## src/hdl/epp_pkg.sv

```systemverilog
// Shared widths, constants and the arctangent table for the ellipse point projector.
package epp_pkg;

  // CORDIC depth; entries of the arctangent table from index CORDIC_STAGES on are never run
  localparam int CORDIC_STAGES = 16;
  localparam int TABLE_LEN     = 24;
  localparam int RUN_STAGES    = (CORDIC_STAGES < TABLE_LEN) ? CORDIC_STAGES : TABLE_LEN;

  // Angle accumulator (Q30 radians with headroom) and CORDIC vector width
  localparam int ZW = 34;
  localparam int XW = 35;
  // Scaled point width (Q16)
  localparam int PW = 36;

  localparam logic signed [ZW-1:0] HALF_PI_Q30 = 34'sd1686629713;
  localparam logic signed [ZW-1:0] PI_Q30      = 34'sd3373259426;
  localparam logic [29:0]          KINV_Q30    = 30'd652032874;

  localparam logic signed [31:0] OUT_MAX = 32'sd8388607;
  localparam logic signed [31:0] OUT_MIN = -32'sd8388608;

  typedef enum logic [2:0] {
    REG_CENTER_X    = 3'd0,
    REG_CENTER_Y    = 3'd1,
    REG_FULL_WIDTH  = 3'd2,
    REG_FULL_HEIGHT = 3'd3,
    REG_ROT_COS     = 3'd4,
    REG_ROT_SIN     = 3'd5
  } reg_idx_t;

  // Folded angle and start vector leaving the front end
  typedef struct packed {
    logic                 flip;
    logic signed [ZW-1:0] z;
    logic signed [XW-1:0] x;
  } front_t;

  // Rotated vector leaving the CORDIC
  typedef struct packed {
    logic                 flip;
    logic signed [XW-1:0] x;
    logic signed [XW-1:0] y;
  } cord_t;

  // Scaled point leaving the axis scaler
  typedef struct packed {
    logic signed [PW-1:0] px;
    logic signed [PW-1:0] py;
  } point_t;

  // floor(atan(2^-i) * 2^30)
  function automatic logic [29:0] atan_q30(input int idx);
    logic [29:0] t;
    case (idx)
      0:  t = 30'd843314856;
      1:  t = 30'd497837829;
      2:  t = 30'd263043836;
      3:  t = 30'd133525158;
      4:  t = 30'd67021686;
      5:  t = 30'd33543515;
      6:  t = 30'd16775850;
      7:  t = 30'd8388437;
      8:  t = 30'd4194282;
      9:  t = 30'd2097149;
      10: t = 30'd1048575;
      11: t = 30'd524287;
      12: t = 30'd262143;
      13: t = 30'd131071;
      14: t = 30'd65535;
      15: t = 30'd32767;
      16: t = 30'd16383;
      17: t = 30'd8191;
      18: t = 30'd4095;
      19: t = 30'd2047;
      20: t = 30'd1023;
      21: t = 30'd511;
      22: t = 30'd255;
      23: t = 30'd127;
      default: t = 30'd0;
    endcase
    return t;
  endfunction

endpackage

```

## src/hdl/epp_front.sv

```systemverilog
// Front end: fold the angle into the CORDIC range and form the gain-corrected start radius.
module epp_front import epp_pkg::*; (
  input  logic               clk,
  input  logic               rst,
  input  logic               in_valid,
  input  logic signed [15:0] polar_angle,
  input  logic [15:0]        polar_radius,
  output logic               out_valid,
  output front_t             out_beat
);

  logic signed [ZW-1:0] z_raw;
  logic [45:0]          gain_prod;
  front_t               beat_next;

  always_comb begin
    z_raw     = {{(ZW-33){polar_angle[15]}}, polar_angle, 17'b0};
    gain_prod = 46'(polar_radius) * 46'(KINV_Q30);
    beat_next.x = XW'(gain_prod[45:14]);
    // fold by a half turn; the result is negated at the back end
    if (z_raw > HALF_PI_Q30) begin
      beat_next.z    = z_raw - PI_Q30;
      beat_next.flip = 1'b1;
    end else if (z_raw < -HALF_PI_Q30) begin
      beat_next.z    = z_raw + PI_Q30;
      beat_next.flip = 1'b1;
    end else begin
      beat_next.z    = z_raw;
      beat_next.flip = 1'b0;
    end
  end

  always_ff @(posedge clk) begin
    if (rst) begin
      out_valid <= 1'b0;
    end else begin
      out_valid <= in_valid;
    end
  end

  always_ff @(posedge clk) begin
    out_beat <= beat_next;
  end

endmodule

```

## config.mk

```make
export PLATFORM = sky130hd
export DESIGN_NAME = epp_front
export DESIGN_NICKNAME = d
export VERILOG_FILES = /design/src/hdl/epp_pkg.sv /design/src/hdl/epp_front.sv
export SDC_FILE = /design/constraint.sdc
export NUM_CORES = 1
export LEC_CHECK = 0
export ABC_AREA = 1
export BUFFER_PORTS_ARGS = -buffer_cell sky130_fd_sc_hd__buf_4
export CAP_MARGIN = 25
export CELL_PAD_IN_SITES_DETAIL_PLACEMENT = 1
export CELL_PAD_IN_SITES_GLOBAL_PLACEMENT = 1
export CORE_MARGIN = 4
export CORE_UTILIZATION = 42
export CTS_CLUSTER_SIZE = 12
export DETAILED_ROUTE_END_ITERATION = 10
export GPL_TIMING_DRIVEN = 0
export PLACE_DENSITY_LB_ADDON = 0.1
export SYNTH_ARGS = -nofsm -noshare
export SYNTH_HDL_FRONTEND = slang
export SYNTH_SLANG_ARGS = --single-unit
```

## constraint.sdc

```tcl
create_clock -name clk -period 4.2 [get_ports clk]
set_input_delay 0 -clock clk [delete_from_list [all_inputs] [get_ports clk]]
set_output_delay 0 -clock clk [all_outputs]
set_load 0.01 [all_outputs]
```

==> metrics.md <==
| Metric | Value |
|---|---|
| Die extent in x | 170 µm |
| CTS buffer count | 5 |
| Critical path class | in -> reg |
| Setup crit end kind | flop |
| Final hold vios | 0 |
| DRC | 0 |
| # setup viols final | 26 |
| Worst EP required | 4.40 ns |
| Most frequent cell after synthesis | inv_1 |
| Synthesized flop and latch total | 53 |
| Die ar. | 29000 µm² |
| GRT overflow | 0 |
| Diodes inserted | 0 |
| CTS Sinks | 53 |
| Port Buffer Count | 99 |
| Final worst slack | -0.399 ns |
| Die H | 170 µm |
| First-pass GRT wire length | 58.2 mm |
| CTS root buffer | clkbuf_16 |
| Crit path arrival time | 4.80 ns |
| Top post-synthesis cells by count | 405 x inv_1, 335 x nand2_1, 173 x fa_1, 162 x ha_1, 88 x nor2_1 |
| Register area | 1060 µm² |
| Final antenna-violating net count | 0 |
| Hold Path Class | in -> reg |
| Area occupied by multi-input gates | 9840 µm² |
| Final period util | 109% |
| CTS Buffer Depth | 2 |
| I/O pin count | 106 |
| Pin count of the biggest net entering global routing | 16 |
| Cell Area, Synth | 11100 µm² |
| Final design utilization | 56.5% |
| Syn avg cell area | 7.63 µm² |
| GR Util All Layers | 26.1% |
| Row count | 59 |
| Antenna violations before repair | 0 |
| Final Cell Area | 14700 µm² |
| Post-synthesis cell count | 1450 |
| Dpl cells | 1887 |
| Slew HR | 56.3% |
| Fmax achieved | 0.217 GHz |
| Via density | 4.94 |
| Clock-pin slew on the worst setup and hold paths | 0.07 ns |
| GPL Wtd Cong | 0.896 |
| Dpl hpwl | 30.8 mm |
| Non-filler cells, final | 1965 |
| Worst-margin pin slew | 0.654 ns |
| Number of DRC markers in iteration 0 | 400 |
| Via count | 9703 |
| Netlist cell types | 32 |
| Run status | finished, violations left |
| Core ar. | 26000 µm² |
| Failing checks | setup timing |
| CTS HTree Levels | 2 |
| Drt total wl | 38.1 mm |
| # nets final | 1999 |
| FFs w/ async S/R, synth | 0% |
| Cell Area, Placed | 12800 µm² |
| Layout area overhead | 32.6% |
| Synth top area share | 31.3% |
| Drt pass-1 iters | 4 |
| Register area share after synthesis | 9.59% |
| Worst-path fanout max | 5 |
| Critical path launch point type | input port |
| Min Clock Period, post-route | 4.60 ns |
| Final Max Tran Viols | 0 |
| Dominant synthesized flop cell | dfxtp_1 |
| TritonCTS clock tree | yes |
| Max Cap Viol | 0 |
| Area leader, netlist | fa_1 |
| Fill cell count | 3089 |
| Share of cells above drive strength 1 | 32.1% |
| Largest cells by area after synthesis | fa_1 31%, ha_1 18%, inv_1 14% |
| WL/cell | 19.4 µm |
| Vias in the first global route | 10700 |
| Ys Warns | 0 |
| EDFF count, synth | 0 |
| Min Hold Slack | 0.0121 ns |
| Starting Density | 42.6% |
| RSZ-0062 raised after global routing | yes |
-- worst max-delay path: stages --
cell,delay [ns]
buf_12,0.12
fa_1,0.62
inv_2,0.06
fa_2,0.55
fa_1,0.44
inv_2,0.09
fa_2,0.45
fa_1,0.50
inv_1,0.05
fa_1,0.51
inv_2,0.06
ha_4,0.32
nand2_4,0.09
nor2_4,0.15
nand2_2,0.07
inv_2,0.05
nand4_1,0.12
nand3_4,0.14
buf_6,0.13
xor2_2,0.25
-- repair_timing --
action | CTS | global route
endpoints found under the hold margin | 7 | 0
resized for setup | 198 | 131
setup buffers | 46 | 16
hold buffers | 8 | 0
setup endpoints to repair | 32 | 30
cloned | 0 | 0
pin swaps | 114 | 110
-- through the flow --
stage               setup WS [ns]  TNS, ns
global placement           -0.845   -23.05
finish                     -0.399    -5.16
CTS                        -0.196    -3.31
floorplan                 -0.0390   -0.135
global route               -0.498    -9.04
detailed placement         -0.944   -26.01
-- cell usage in the layout (no fill, tap or decap), drive strengths merged, types with 8 or more instances in the layout --
cell,synthesis,routed
nand2,337,337
buf,23,184
ha,162,162
dfxtp,53,53
dlygate4sd3,0,8
fa,173,173
o21ai,30,30
nand3,60,60
xor2,23,23
inv,410,408
nor3,10,10
a21oi,45,45
nor2,89,89
-- worst paths after layout --
path | from | endpoint | depth (start not counted)
max | polar_radius[8] | out_beat[9] | 20
min | polar_angle[15] | out_beat[67] | 3
-- kinds of logic (layout without fill, tap and decap cells) --
group                      count (synthesis)  after routing  synth area share (%)
AOI/OAI and AO/OA                         89             89                  4.34
adders and majority gates                335            335                  49.6
other                                      1              4                0.0339
xor gates and xnor gates                  30             30                  2.37
and+or+nand+nor                          508            508                  18.4
DFF                                       53             53                  9.59
buffers and inverters                    434            611                  15.6
-- layout make-up --
cell class	instances	share of cell area (%)
multi-input combinational	966	67.1
inverter	411	10.6
timing repair buffer	169	9.77
sequential	53	7.23
tap	335	2.86
buffer	23	1.24
clock buffer	7	0.972
clock inverter	1	0.205
-- routing by layer --
metal | share of wire (%) | global-route usage, %
met1 | 40 | 32.2
met3 | 3.8 | 3.46
met2 | 53 | 48.2
met5 | 0 | 0
met4 | 3.2 | 6.11
-- sequential cells by signal, indices dropped and copies added, names as in the netlist --
signal and count:
out_beat 52, out_valid 1
Power is left out: the tool's default activity adds up to more than one toggle a clock period on the data nets, which glitch-free logic cannot reach.
