<file path="config.mk">
export PLATFORM = sky130hd
export DESIGN_NAME = epp_scale
export DESIGN_NICKNAME = d
export VERILOG_FILES = /design/src/hdl/epp_pkg.sv /design/src/hdl/epp_scale.sv
export SDC_FILE = /design/constraint.sdc
export NUM_CORES = 2
export LEC_CHECK = 0
export BUFFER_PORTS_ARGS = -buffer_cell sky130_fd_sc_hd__clkbuf_2
export CORE_MARGIN = 5
export CORE_UTILIZATION = 50
export CTS_CLUSTER_DIAMETER = 120
export DETAILED_ROUTE_END_ITERATION = 12
export PLACE_DENSITY = 0.66
export SETUP_SLACK_MARGIN = 0.3
export SYNTH_ARGS = -nofsm -noshare
export SYNTH_HDL_FRONTEND = slang
export SYNTH_SLANG_ARGS = --single-unit
</file>
<file path="constraint.sdc">
create_clock -name clk -period 17.9 [get_ports clk]
set_clock_uncertainty 0.05 [all_clocks]
set_input_delay 1.79 -clock clk [delete_from_list [all_inputs] [get_ports clk]]
set_output_delay 1.79 -clock clk [all_outputs]
set_load 0.05 [all_outputs]
</file>
<file path="src/hdl/epp_pkg.sv">
// Shared widths, constants and the arctangent table for the ellipse point projector.
package epp_pkg;

  // CORDIC depth; entries of the arctangent table from index CORDIC_STAGES on are never run
  localparam int CORDIC_STAGES = 16;
  localparam int TABLE_LEN     = 24;
  localparam int RUN_STAGES    = (CORDIC_STAGES < TABLE_LEN) ? CORDIC_STAGES : TABLE_LEN;

  // Angle accumulator (Q30 radians with headroom) and CORDIC vector width
  localparam int ZW = 34;
  localparam int XW = 35;
  // Scaled point width (Q16)
  localparam int PW = 36;

  localparam logic signed [ZW-1:0] HALF_PI_Q30 = 34'sd1686629713;
  localparam logic signed [ZW-1:0] PI_Q30      = 34'sd3373259426;
  localparam logic [29:0]          KINV_Q30    = 30'd652032874;

  localparam logic signed [31:0] OUT_MAX = 32'sd8388607;
  localparam logic signed [31:0] OUT_MIN = -32'sd8388608;

  typedef enum logic [2:0] {
    REG_CENTER_X    = 3'd0,
    REG_CENTER_Y    = 3'd1,
    REG_FULL_WIDTH  = 3'd2,
    REG_FULL_HEIGHT = 3'd3,
    REG_ROT_COS     = 3'd4,
    REG_ROT_SIN     = 3'd5
  } reg_idx_t;

  // Folded angle and start vector leaving the front end
  typedef struct packed {
    logic                 flip;
    logic signed [ZW-1:0] z;
    logic signed [XW-1:0] x;
  } front_t;

  // Rotated vector leaving the CORDIC
  typedef struct packed {
    logic                 flip;
    logic signed [XW-1:0] x;
    logic signed [XW-1:0] y;
  } cord_t;

  // Scaled point leaving the axis scaler
  typedef struct packed {
    logic signed [PW-1:0] px;
    logic signed [PW-1:0] py;
  } point_t;

  // floor(atan(2^-i) * 2^30)
  function automatic logic [29:0] atan_q30(input int idx);
    logic [29:0] t;
    case (idx)
      0:  t = 30'd843314856;
      1:  t = 30'd497837829;
      2:  t = 30'd263043836;
      3:  t = 30'd133525158;
      4:  t = 30'd67021686;
      5:  t = 30'd33543515;
      6:  t = 30'd16775850;
      7:  t = 30'd8388437;
      8:  t = 30'd4194282;
      9:  t = 30'd2097149;
      10: t = 30'd1048575;
      11: t = 30'd524287;
      12: t = 30'd262143;
      13: t = 30'd131071;
      14: t = 30'd65535;
      15: t = 30'd32767;
      16: t = 30'd16383;
      17: t = 30'd8191;
      18: t = 30'd4095;
      19: t = 30'd2047;
      20: t = 30'd1023;
      21: t = 30'd511;
      22: t = 30'd255;
      23: t = 30'd127;
      default: t = 30'd0;
    endcase
    return t;
  endfunction

endpackage

</file>
<file path="src/hdl/epp_scale.sv">
// Axis scaler: undo the fold, then scale by half width and half height with rounding.
module epp_scale import epp_pkg::*; (
  input  logic        clk,
  input  logic        rst,
  input  logic        in_valid,
  input  cord_t       in_beat,
  input  logic [23:0] full_width,
  input  logic [23:0] full_height,
  output logic        out_valid,
  output point_t      out_beat
);

  localparam logic signed [59:0] ROUND_HALF = 60'sd4194304;

  logic                 fold_valid;
  logic signed [XW-1:0] cq;
  logic signed [XW-1:0] sq;
  logic signed [59:0]   prod_x;
  logic signed [59:0]   prod_y;

  always_ff @(posedge clk) begin
    if (rst) begin
      fold_valid <= 1'b0;
      out_valid  <= 1'b0;
    end else begin
      fold_valid <= in_valid;
      out_valid  <= fold_valid;
    end
  end

  always_ff @(posedge clk) begin
    cq <= in_beat.flip ? -in_beat.x : in_beat.x;
    sq <= in_beat.flip ? -in_beat.y : in_beat.y;
  end

  always_comb begin
    prod_x = 60'(cq) * 60'($signed({1'b0, full_width}));
    prod_y = 60'(sq) * 60'($signed({1'b0, full_height}));
  end

  // the extra bit of shift takes half of the full size
  always_ff @(posedge clk) begin
    out_beat.px <= PW'((prod_x + ROUND_HALF) >>> 23);
    out_beat.py <= PW'((prod_y + ROUND_HALF) >>> 23);
  end

endmodule

</file>
==> impl_metrics.json <==
{
  "period_needed_ns": 9.86,
  "timing.slew.headroom_pct": 20.3,
  "port_buf_inserts": 194,
  "first_global_vias": 50300,
  "timing_max_transition_violations_final": 0,
  "grt-busiest-layer": "met2",
  "drc": 0,
  "max_freq_mhz": 101,
  "worstSetupPathType": "input pin to flop",
  "seq_area_um2": 2890,
  "worst_setup_path_start_kind": "input pin",
  "synth-seq-area-share_pct": 4.58,
  "arrival_ns": 10.22,
  "design.final.nets": 8931,
  "pin_count_of_the_biggest_net_entering_global_routing": 71,
  "register_clock_pin_slew_on_the_reported_worst_setup_and_hold_paths_ns": 0.07,
  "max-clock-path-buffers": 2,
  "async_reset_ff_share_pct": 0,
  "place.detailed.hpwl_um": 130000,
  "n_fill_cell": 11500,
  "die_w_um": 365,
  "grt_antenna_before_repair": 10,
  "tritoncts_clock_tree": "built",
  "totalNegativeSetupSlack_ns": 0,
  "clock_latency_ns": 0.52,
  "hold_viol_final": 0,
  "cts_root_buffer": "clkbuf_16",
  "synth-main-ff-cell": "dfxtp_1",
  "dr.first_iter.drc_count": 2683,
  "synthesis.area_um2": 63000,
  "ioPinCount": 195,
  "core-area_um2": 125000,
  "cts-buffers-inserted": 17,
  "wl_per_cell_um": 19.9,
  "overall_via_count_from_detail_route": 44300,
  "post_cts_resize_count": 0,
  "worst-slew-pin-transition_ns": 1.19,
  "yosys_warnings": 0,
  "die-height_um": 365,
  "synth-edff-count": 0,
  "status": "finished clean",
  "grt_pass1_wl_um": 273000,
  "numClockSinks": 144,
  "hold_start": "fold_valid$_SDFF_PP0_",
  "vias_per_instance": 5.27,
  "use_met3_pct": 4.60,
  "rsz0062_at_grt": "false",
  "cell_at_the_slowest_stage_of_the_critical_path": "o21ai_0",
  "min_delay_path_depth": 1,
  "place_congestion": 0.913,
  "syn-num-nets": 8955,
  "r2r-end": "out_beat[71]$_DFF_P_",
  "critical-path-top-cell-by-count": "fa_1",
  "cp_slowest_stage_delay_ns": 0.71,
  "synth.lib_cells_used.distinct": 57,
  "cap_viol_max_count": 0,
  "drive_above_1_share_pct": 4.74,
  "layout_worst_path_cycle_share_pct": 55.1,
  "overflow": 0,
  "post-cts-setup-buffer-count": 0,
  "worst_hold_path.endpoint": "out_valid$_SDFF_PP0_",
  "r2r_setup_slack_ns": 8.93,
  "syn_avg_cell_area_um2": 9.31,
  "timing.rr.start": "cq[12]$_DFF_P_",
  "core.rowCount": 130,
  "worstPathCellList": "clkbuf_2, and2_1, fa_1, fa_1, inv_1, fa_1, fa_1, inv_1, fa_1, fa_1, inv_1, fa_1, inv_1, ha_1, nand2_1, o21ai_0, nor2_1, o211ai_1, a31oi_1, o21ai_0, a31oi_1, o311ai_0, a21oi_1, xnor2_1",
  "gr-usage-met2_pct": 45.9,
  "routed_wirelength_um": 167000,
  "area_of_the_multi_input_gates_um2": 52100,
  "antenna_left": 0,
  "htree_num_levels": 4,
  "floorplan.die_area_um2": 133000,
  "drtPass1Iterations": 7,
  "report.final.setup_viol": 0,
  "holdCritPathClass": "flop to flop",
  "worst-r2r-cell-count": 22,
  "globalRouteTotalUtil_pct": 26.7,
  "top_fanout_value_on_the_critical_path": 35,
  "cp.required_ns": 18.25,
  "setup.worst_path.end_class": "flop",
  "initial_core_util_pct": 50.2,
  "global_route.usage.met1_pct": 34.0,
  "synthCells": 6763,
  "cts-hold-fix-buffers": 0,
  "synthToLayoutAreaGrowth_pct": 4.78,
  "yosys_register_bits": 144
}
==> placed cells by master (no fill, tap or decap), types with 10 or more instances in the layout <==
cell type,count
a211oi_1,10
a21o_1,34
a21oi_1,97
a31oi_1,12
and2_1,980
and3_1,10
buf_4,77
clkbuf_16,17
clkbuf_2,193
dfxtp_1,139
fa_1,1690
ha_1,380
inv_1,1824
nand2_1,785
nand3_1,18
nand4_1,21
nor2_1,43
nor2b_1,11
o21ai_0,69
o21bai_1,14
o31ai_1,21
or4_1,14
xnor2_1,127
xor2_1,39
==> state kept, by name, indices dropped and copies added (netlist names) <==
register and count:
out_beat 72, out_valid 1, cq 35, sq 35
fold_valid 1
==> kinds of logic after synthesis <==
family / count (synthesis) / synth area share (%)
compound gates: 318 / 3.21
xor+xnor: 166 / 2.31
fa+ha+maj: 2070 / 61.3
buf+inv: 2138 / 12.7
flops: 144 / 4.58
simple gates: 1927 / 15.9
==> per-layer routing <==
layer	up-vias	share of wire, %
met4	2	4.1
li1	19100	-
met2	1586	50
met1	23200	39
met3	392	6.7
met5	-	0.0078
==> stage by stage <==
stage,area (µm²),util (%),setup WS (ns),std cells,hold WS (ns)
after detailed placement,65400,52.2,7.56,8370,0.378
after floorplan,63000,-,9.61,6763,0.364
after global placement,65400,52.2,7.66,8370,0.373
after global routing,66000,52.6,7.70,8405,0.418
final,66000,52.6,8.04,8408,0.402
after CTS,66000,52.6,8.10,8402,0.404
==> cells in the mapped netlist, types with 34 or more instances <==
cell      count  area (µm²)
fa_1       1690       33800
dfxtp_1     144        2880
nor2_1       43         161
clkbuf_1    313        1170
xor2_1       39         342
ha_1        380        4750
nand2_1     785        2950
inv_1      1824        6850
a21o_1       34         255
o21ai_0      69         345
a21oi_1      97         485
and2_1      980        6130
xnor2_1     127        1110
==> worst max-delay path by stage <==
stage	end	startpoint	cells past startpoint	slack (ns)
floorplan	out_beat[24]$_DFF_P_	full_height[1]	23	9.61
global placement	out_beat[71]$_DFF_P_	full_width[3]	23	7.66
detailed placement	out_beat[71]$_DFF_P_	full_width[3]	23	7.56
CTS	out_beat[71]$_DFF_P_	full_width[3]	23	8.10
global route	out_beat[71]$_DFF_P_	full_width[3]	24	7.70
finish	out_beat[71]$_DFF_P_	full_width[3]	24	8.04
==> critical path: cells and delay by family <==
| family | cells | cell delay (ns) |
|---|---|---|
| fa+ha+maj | 8 | 3.88 |
| compound gates | 7 | 2.96 |
| buf+inv | 5 | 0.92 |
| simple gates | 3 | 0.48 |
| xor+xnor | 1 | 0.15 |
==> final cells by class <==
class	instances	area share (%)
inverter	1824	10.4
multi-input combinational	4481	78.9
clock buffer	18	0.666
tap	1650	3.13
antenna	6	0.0228
clock inverter	14	0.176
sequential	144	4.38
timing repair buffer	271	2.35
Power is not shown: default switching activity piles up to over one toggle a cycle in this logic, so the estimate is an artifact.
